### src/rtl/vnorm_pkg.sv
// vnorm_pkg: shared types and constants for the vector normalize pipeline.
// No dependencies.
package vnorm_pkg;

  localparam int unsigned LATENCY = 67;

  typedef struct packed {
    logic            vld;
    logic            zero;
    logic [2:0]      neg;
    logic [2:0][31:0] mag;
  } tag_t;

  typedef struct packed {
    tag_t        tag;
    logic [63:0] rad;
    logic [34:0] rem;
    logic [31:0] root;
  } sqrt_t;

  typedef struct packed {
    logic             vld;
    logic             zero;
    logic [2:0]       neg;
    logic [31:0]      len;
    logic [2:0][32:0] rem;
    logic [2:0][30:0] quo;
  } div_t;

endpackage

### src/rtl/vnorm_div_cell.sv
// vnorm_div_cell: one quotient bit of three restoring divisions by the length.
// Depends on vnorm_pkg.
module vnorm_div_cell (
  input  logic            clk,
  input  logic            rst_n,
  input  vnorm_pkg::div_t d_i,
  output vnorm_pkg::div_t d_o
);

  vnorm_pkg::div_t d_r, d_nxt;
  logic [2:0][32:0] diff;
  logic [2:0]       ge;
  logic [2:0][31:0] rout;

  always_comb begin
    d_nxt = d_i;
    for (int k = 0; k < 3; k++) begin
      diff[k] = d_i.rem[k] - {1'b0, d_i.len};
      ge[k]   = d_i.rem[k] >= {1'b0, d_i.len};
      rout[k] = ge[k] ? diff[k][31:0] : d_i.rem[k][31:0];
      d_nxt.rem[k] = {rout[k], 1'b0};
      d_nxt.quo[k] = {d_i.quo[k][29:0], ge[k]};
    end
    if (!rst_n) begin
      d_nxt.vld = 1'b0;
    end
  end

  always_ff @(posedge clk) begin
    d_r <= d_nxt;
  end

  assign d_o = d_r;

endmodule

### config.mk
export PLATFORM = sky130hd
export DESIGN_NAME = vnorm_div_cell
export DESIGN_NICKNAME = d
export VERILOG_FILES = /design/src/rtl/vnorm_pkg.sv /design/src/rtl/vnorm_div_cell.sv
export SDC_FILE = /design/constraint.sdc
export NUM_CORES = 1
export LEC_CHECK = 0
export ABC_CLOCK_PERIOD_IN_PS = 2900
export BUFFER_PORTS_ARGS = -buffer_cell sky130_fd_sc_hd__clkbuf_2
export CAP_MARGIN = 10
export CORE_MARGIN = 3
export CORE_UTILIZATION = 32
export CTS_CLUSTER_DIAMETER = 150
export DETAILED_ROUTE_END_ITERATION = 8
export PLACE_DENSITY_LB_ADDON = 0.1
export SLEW_MARGIN = 10
export SYNTH_ARGS = -nofsm -noshare
export SYNTH_HDL_FRONTEND = slang
export SYNTH_SLANG_ARGS = --single-unit
### constraint.sdc
create_clock -name clk -period 2.9 [get_ports clk]
set_input_delay 0.725 -clock clk [delete_from_list [all_inputs] [get_ports clk]]
set_output_delay 0.725 -clock clk [all_outputs]
set_load 0.05 [all_outputs]
Word level (Yosys, flattened, before mapping)
Index checks and enable logic that the tools add are counted.
- flip-flop bits (word level): 226
- input port bits: 231
- output and inout bits: 229
- logic and storage cells: 19
- add/subtract/negate cells: 3
- magnitude comparators: 3
- mux-type cells: 3
- operator list (kind ; number):
    greater-or-equal comparator 33 x 32 -> 1 bit ; 3
    2-to-1 mux 32 bit ; 3
    subtractor 32 bit ; 3

Depth between registers and ports, before layout
Gate-level depths: netlist (run 1).
- depth in word-level cells: 2
- mapped depth: 13
- mapped depth without buffers: 12

Worst setup path before layout (run 1)
OpenSTA, ideal clock, no wires.
- path type: in2reg
- start point: input d_i[193] (netlist bit)
- end point: register d_r, in the netlist d_o[164]
- data arrival time: 3019 ps
- slack: -240 ps
- stages on the path: 12
- cell sequence: inv_1 -> ha_1 -> nor2b_1 -> o31a_1 -> o31a_1 -> or3_1 -> nand3b_2 -> o21ai_2 -> a31oi_4 -> a22oi_4 -> buf_6 -> mux2_4
- RTL lines (element ; line ; text):
    start: declaration ; vnorm_div_cell.sv:6 ; input vnorm_pkg::div_t d_i,
    end signal: assignment ; vnorm_div_cell.sv:30 ; d_r <= d_nxt;
    end: declaration ; vnorm_div_cell.sv:10 ; vnorm_pkg::div_t d_r, d_nxt;

==> impl_summary.txt, run 1 <==
----------------------------------------------------
[Clocking]
  CTS H-tree lvls ... 1
  Clock Tree Buf Depth ... 3
  Clock tree from TritonCTS ... done
  Clock net sink count ... approximately 230
  CTS buffer count ... 26
  CTS clk-pin slew, worst paths ... roughly 60 ps
  Clock Tree Root ... clkbuf_16

[Yosys]
  Gate Count Post-Synth ... 1193
  Proportion of register bits with asynchronous set or reset after synthesis ... 0%
  Total standard cell area after synthesis ... 0.01142 sq mm
  Synth unique cells ... 75
  Portion of the post-synthesis area used by sequential elements ... about 40%
  Most instantiated flip-flop cell in the synthesis netlist ... dfxtp_1
  Ys Warns ... 0
  Mean instance size in the synthesized netlist ... 9.570 sq um
  Synthesized flop and latch total ... 226
  EDFF count, synth ... 0

[GRT]
  Largest net degree at the start of global routing ... 39
  Tot GR Track Use ... 20.97%
  First-pass GRT wire length ... 63090 microns
  Antenna violations before repair ... 4
  Vias in the first global route ... 11520
  Total congestion overflow ... 0

[Run status]
  Outcome ... completed

[Die]
  Die height ... 194.9 microns
  Die area ... 0.03798 sq mm
  Die width ... about 190 microns
  Standard cell core area ... 0.03488 sq mm
  Placement Rows ... 68
  I/O pin count ... 460
  Initial core utilization ... 32.73%

[Setup path]
  Sequence of cells on the critical path ... clkbuf_2 -> inv_1 -> ha_1 -> o21a_1 -> o31a_1 -> o31ai_4 -> a21boi_2 -> o21bai_4 -> a2111oi_4 -> nand2b_4 -> a31oi_4 -> buf_12 -> mux2_4
  Worst path max stage delay ... 340 ps
  CP Max Fanout ... 16
  Category of the most critical setup path ... input pin to flop
  CP startpoint kind ... input pin
  Critical Path AT ... 3290 ps
  Family of cells with the greatest summed delay on the critical path ... compound AO/OA/AOI/OAI gates
  Critical path buffer and inverter count ... 3
  Endpoint required time on the critical path ... 3330 ps
  Number of cells on the critical path ... 13
  Worst path slowest cell ... ha_1
  Kind of end point of the critical path ... flop

[Final layout]
  Max reg flops ... 226
  Area used by multi-input combinational logic ... 0.006789 sq mm
  Nets@finish ... between 2000 and 2500
  Area growth from synthesis to final layout ... 57.53%
  Ant. Diodes ... 0
  Reg area ... between 0.004 and 0.005 sq mm
  Final std cells w/o fill ... 2444
  Filler instances ... 3364
  Ratio of cells with drive above 1 in the final layout ... 48.42%

[Pwr]
  Sequential share of power ... between 30% and 40%
  Largest vdd supply drop ... 0.5217 mV
  Power density over the cells ... ~630 mW/mm^2
  Share of power burned in the clock network ... 29.0%
  Switching Share ... 37.45%
  Switching power of the nets ... around 0.0043 W
  Combinational power share ... 39.4%
  Internal power contribution ... around 0.0071 W
  Lkg Pwr ... slightly above 9 nW

[STA]
  Highest clock rate ... 349.6 MHz
  Count of endpoints failing hold in the final timing report ... 0
  Post-route clock period utilization ... 98.64%
  Worst hold slack across all endpoints ... 271.6 ps
  Final Critical Period ... 2860 ps
  RSZ-0062 raised after global routing ... true
  Endpoints failing setup ... 0
  Fin. max-slew vios ... 0

[Placed design]
  Placed wire-length estimate ... 35770 microns
  Inst Count DP ... 2382
  Final estimated routing congestion in global placement ... 0.9049
  IO buf count ... 453

[Route]
  Average detailed-routed wire length per instance ... between 15 and 20 microns
  Average via count per standard cell ... 4.673
  Count of antenna-violating nets left after detailed routing ... 0
  Total Routed Length ... between 40000 and 50000 microns
  DRC violation count after routing ... 0
  Via count ... between 10000 and 15000
  Violation count after the first detailed-routing iteration ... 338
  First-pass DRT Iterations ... 4

[Min path]
  Number of cells on the worst hold path ... 1
  HP Class ... input pin to flop

[Run]
  Max capacitance violation total ... 0

----------------------------------------------------
layer usage:
layer | vias up | GRT usage, % | share of wire [%]
li1 | 5801 | - | -
met1 | 5267 | 25.73 | 43
met2 | 298 | 37.52 | 49
met3 | 48 | 5.131 | 6.2
met4 | 8 | 3.961 | 2.0
met5 | - | 0 | 0.12
final cells by class:
cell class                 count  area share (%)
clock buffer                  35           4.028
tap                          455           3.165
clock inverter                13          0.8000
sequential                   226           25.15
timing repair buffer         795           27.78
inverter                      58           1.322
multi-input combinational    862           37.75
stage by stage:
| stage | setup TNS, ps | power [W] | util [%] | setup slack (ps) | cell area, sq um |
|---|---|---|---|---|---|
| 6_report | 0 | 0.01142 | 51.56 | 39.54 | 17990 |
| 3_5_place_dp | -51270 | 0.008073 | 47.87 | -672.0 | 16700 |
| 4_1_cts | 0 | 0.01144 | 50.40 | 1.103 | 17580 |
| 3_3_place_gp | -48370 | 0.008061 | 47.87 | -667.9 | 16700 |
| 5_1_grt | -1381 | 0.01197 | 51.56 | -76.79 | 17990 |
| 2_1_floorplan | -10230 | 0.006528 | - | -135.8 | 11590 |
cells by family after synthesis:
family,count (synthesis),share of synthesized area (%)
DFF,226,39.63
adders and majority gates,99,11.05
AOI/OAI and AO/OA,328,18.43
buffers and inverters,107,4.110
other,1,0.03285
muxes,70,8.438
and+or+nand+nor,289,12.71
xor gates and xnor gates,73,5.600
power groups by stage:
stage / sequential (W) / combinational, W / clock [W]
5_1_grt: 0.00364 / 0.00480 / 0.00353
2_1_floorplan: 0.00504 / 0.00148 / 0
3_3_place_gp: 0.00368 / 0.00438 / 0
6_report: 0.00361 / 0.00449 / 0.00331
3_5_place_dp: 0.00368 / 0.00439 / 0
4_1_cts: 0.00362 / 0.00441 / 0.00341
placed cells by master, fill, tap and decap left out, types with 12 or more instances in the layout:
master and instances:
xor2_1 28, dfxtp_1 226, xnor2_1 45, nor2_1 54, nand2b_1 16, clkbuf_2 451
nor3_1 14, inv_1 53, nand3_1 19, mux2_4 52, o21a_1 13, o21ai_0 80
buf_4 329, mux2i_1 12, a21o_1 46, ha_1 81, nand4_1 24, nand2_1 92
clkbuf_16 28, a21oi_1 91, ha_4 13
what timing repair did:
item / CTS / global route
setup buffers: 1 / 10
pin swaps: 3 / 10
hold buffers: 0 / 0
setup endpoints to repair: 10 / 73
gates cloned: 0 / 3
gates resized for setup: 4 / 57
path summary, 6_finish.rpt:
check                 startpoint  slack [ps]                to
worst max-delay path    d_i[195]          40  d_o[105]$_DFF_P_
worst min-delay path    d_i[226]         270  d_o[226]$_DFF_P_
Yosys cell counts (7+ instances only):
master / number / share of area, %
dfxtp_1: 226 / 40
a21oi_1: 99 / 4.3
ha_1: 96 / 11
nand2_1: 93 / 3.1
o21ai_0: 83 / 3.6
inv_1: 58 / 1.9
nor2_1: 55 / 1.8
mux2_4: 51 / 6.7
a21o_1: 46 / 3.0
xnor2_1: 45 / 3.5
clkbuf_1: 32 / 1.1
xor2_1: 28 / 2.1
nand4_1: 24 / 1.3
nand3_1: 20 / 0.88
nand2b_1: 16 / 0.88
nor2b_1: 15 / 0.82
nor3_1: 14 / 0.61
mux2i_1: 13 / 1.1
o21a_1: 13 / 0.85
and3_1: 11 / 0.60
o21ai_1: 11 / 0.48
o21bai_1: 10 / 0.66
o31ai_1: 10 / 0.66
a31oi_1: 7 / 0.38
o31a_1: 7 / 0.54
or3_1: 7 / 0.38
(Power assumes the default switching activity.)
==> inputs of run 2 (changes only) <==
--- a/config.mk
+++ b/config.mk
@@ -8,6 +8,7 @@
 export ABC_CLOCK_PERIOD_IN_PS = 2900
 export BUFFER_PORTS_ARGS = -buffer_cell sky130_fd_sc_hd__clkbuf_2
 export CAP_MARGIN = 10
+export CORE_ASPECT_RATIO = 0.6
 export CORE_MARGIN = 3
 export CORE_UTILIZATION = 32
 export CTS_CLUSTER_DIAMETER = 150
==> run 2 against run 1 <==
  * The run now ends with negative setup slack left
  * Core utilization rose by 1.5 points
  * Wire length rose by 3.3%
  * Worst hold slack improved by 23 ps
  * Sequential cell count did not move
  * Count of clock-buffer cells in the layout fell by 4
  * Final area rose by 1.6%
  * Sequential share of layout area fell by 0.38 points
  * Critical path type unchanged
  * Largest cell class unchanged
==> impl_summary.txt, run 2 (synthesis results as in run 1) <==
----------------------------------------------------
[Run status]
  Outcome ... finished, violations left (was completed)
  Failing checks ... negative setup slack

[Clocking]
  Clock Tree Root ... clkbuf_16 (unchanged)
  Clock tree from TritonCTS ... done (unchanged)
  Clock net sink count ... 226 (unchanged)
  CTS H-tree lvls ... 1 (unchanged)
  CTS clk-pin slew, worst paths ... 60 ps (about the same)
  Clock Tree Buf Depth ... 3 (unchanged)
  CTS buffer count ... 24 (was 26)

[Die]
  Standard cell core area ... 0.03442 sq mm (was 0.03488 sq mm)
  Die width ... 249.9 microns (was 194.9 microns)
  Initial core utilization ... 33.17% (was 32.73%)
  Placement Rows ... 52 (was 68)
  Die area ... 0.03806 sq mm (was 0.03798 sq mm)
  Die height ... 152.3 microns (was 194.9 microns)
  I/O pin count ... 460 (unchanged)

[STA]
  Fin. max-slew vios ... 0 (unchanged)
  RSZ-0062 raised after global routing ... true (unchanged)
  Endpoints failing setup ... 18 (was 0)
  Final Worst Setup Slack ... -26.93 ps (was 39.54 ps)
  Final Critical Period ... 2927 ps (was 2860 ps)
  Count of endpoints failing hold in the final timing report ... 0 (unchanged)
  Highest clock rate ... 341.7 MHz (was 349.6 MHz)
  Post-route clock period utilization ... 100.9% (was 98.64%)

[Pwr]
  Power Total ... 0.01122 W (was 0.01142 W)
  Largest vdd supply drop ... 0.4690 mV (was 0.5217 mV)
  Lkg Pwr ... 9.174 nW (was 9.164 nW)
  Power density over the cells ... 614.5 mW/mm^2 (was 634.8 mW/mm^2)

[Final layout]
  Final std cells w/o fill ... 2445 (was 2444)
  Max reg flops ... 226 (unchanged)
  Area growth from synthesis to final layout ... 59.98% (was 57.53%)
  Filler instances ... 3204 (was 3364)
  Most common library cell in the layout ignoring fill and taps ... clkbuf_2 (unchanged)
  Ant. Diodes ... 0 (unchanged)
  Most used cells in the layout excluding fill and tap cells ... 445 x clkbuf_2, 319 x buf_4, 226 x dfxtp_1 (was 451 x clkbuf_2, 329 x buf_4, 226 x dfxtp_1)
  Cell area after layout ... 0.01827 sq mm (was 0.01799 sq mm)
  Area used by multi-input combinational logic ... 0.006912 sq mm (was 0.006789 sq mm)
  Core Util, Final ... 53.07% (was 51.56%)
  Reg area ... 0.004524 sq mm (unchanged)
  Nets@finish ... 2302 (was 2299)
  Ratio of cells with drive above 1 in the final layout ... 49.24% (was 48.42%)

[GRT]
  First-pass GRT wire length ... 65290 microns (was 63090 microns)
  Tot GR Track Use ... 21.83% (was 20.97%)
  Total congestion overflow ... 0 (unchanged)
  Vias in the first global route ... 11330 (was 11520)
  Antenna violations before repair ... 0 (was 4)
  Largest net degree at the start of global routing ... 28 (was 39)

[Placed design]
  Inst Count DP ... 2370 (was 2382)
  IO buf count ... 453 (unchanged)
  Final estimated routing congestion in global placement ... 0.8783 (was 0.9049)
  Placed wire-length estimate ... 36630 microns (was 35770 microns)
  Instance area at placement ... 0.01662 sq mm (was 0.01670 sq mm)

[Route]
  Total Routed Length ... 44060 microns (was 42670 microns)
  Average detailed-routed wire length per instance ... 18.02 microns (was 17.46 microns)
  Violation count after the first detailed-routing iteration ... 580 (was 338)
  Average via count per standard cell ... 4.710 (was 4.673)
  Count of antenna-violating nets left after detailed routing ... 0 (unchanged)
  First-pass DRT Iterations ... 7 (was 4)
  DRC violation count after routing ... 0 (unchanged)
  Via count ... 11520 (was 11420)

[Setup path]
  Endpoint required time on the critical path ... 3310 ps (was 3330 ps)
  Critical Path AT ... 3340 ps (was 3290 ps)
  Kind of end point of the critical path ... flop (unchanged)
  CP Max Fanout ... 5 (was 16)
  CP startpoint kind ... input pin (unchanged)
  Category of the most critical setup path ... input pin to flop (unchanged)

[Min path]
  Hold path startpoint ... d_i[38] (was d_i[226])
  Hold path endpoint ... d_o[39]$_DFF_P_ (was d_o[226]$_DFF_P_)
  Number of cells on the worst hold path ... 1 (unchanged)
  HP Class ... input pin to flop (unchanged)

[Run]
  Max capacitance violation total ... 0 (unchanged)

----------------------------------------------------
## run 2: final cells by class
type                    instances  area share, %
well taps                     459          3.144
repair buffers                800          28.68
inverters                      58          1.445
flip-flops and latches        226          24.77
clock buffers                  31          3.658
clock inverters                 9         0.4590
multi-input cells             862          37.84
## run 2: worst max-delay path by stage
stage	startpoint	cells past startpoint	slack [ps]	to
6_report	d_i[160]	13	-30	d_o[165]$_DFF_P_
3_3_place_gp	d_i[192]	14	-650	d_o[124]$_DFF_P_
3_5_place_dp	d_i[194]	14	-630	d_o[186]$_DFF_P_
5_1_grt	d_i[194]	15	-130	d_o[158]$_DFF_P_
4_1_cts	d_i[201]	13	10	d_o[127]$_DFF_P_
2_1_floorplan	d_i[193]	12	-140	d_o[164]$_DFF_P_
## run 2: repair_timing
action / CTS / global route
setup endpoints to repair: 89 / 94
hold endpoints to repair: 0 / 0
buffers inserted: 8 / 21
hold buffers: 0 / 0
resized for setup: 18 / 84
cloned: 1 / 6
pin swaps: 11 / 18
## run 2: power breakdown
group          internal [W]  switching (W)  leakage (nW)
Clock               0.00171        0.00128         0.358
Combinational       0.00178        0.00285          6.91
Sequential          0.00350       0.000114          1.91
Total               0.00698        0.00424          9.17
## run 2: routing by layer
layer,vias to the layer above,wire length [microns],track usage [%]
li1,5824,-,-
met5,-,0,0
met1,5395,21770,31.50
met3,36,1824,3.429
met4,0,618,3.532
met2,262,19840,34.86
## run 2: worst max-delay path, stage by stage
cell and delay (ps):
buf_2 160, ha_4 220, nor2b_4 120, o31a_1 300
o31a_1 280, or3_4 360, nand3b_4 110, o21ai_4 80
a31oi_4 250, a22oi_4 110, buf_12 170, clkbuf_16 160
mux2_4 290
## run 2: through the flow
stage | setup TNS, ps | hold WS (ps) | setup WS (ps)
final | -205.6 | 294.2 | -26.93
after global routing | -5768 | 255.8 | -128.2
after CTS | 0 | 263.7 | 13.18
after detailed placement | -57660 | 828.9 | -633.5
after global placement | -54720 | 828.4 | -649.6
after floorplan | -10230 | 752.7 | -135.8
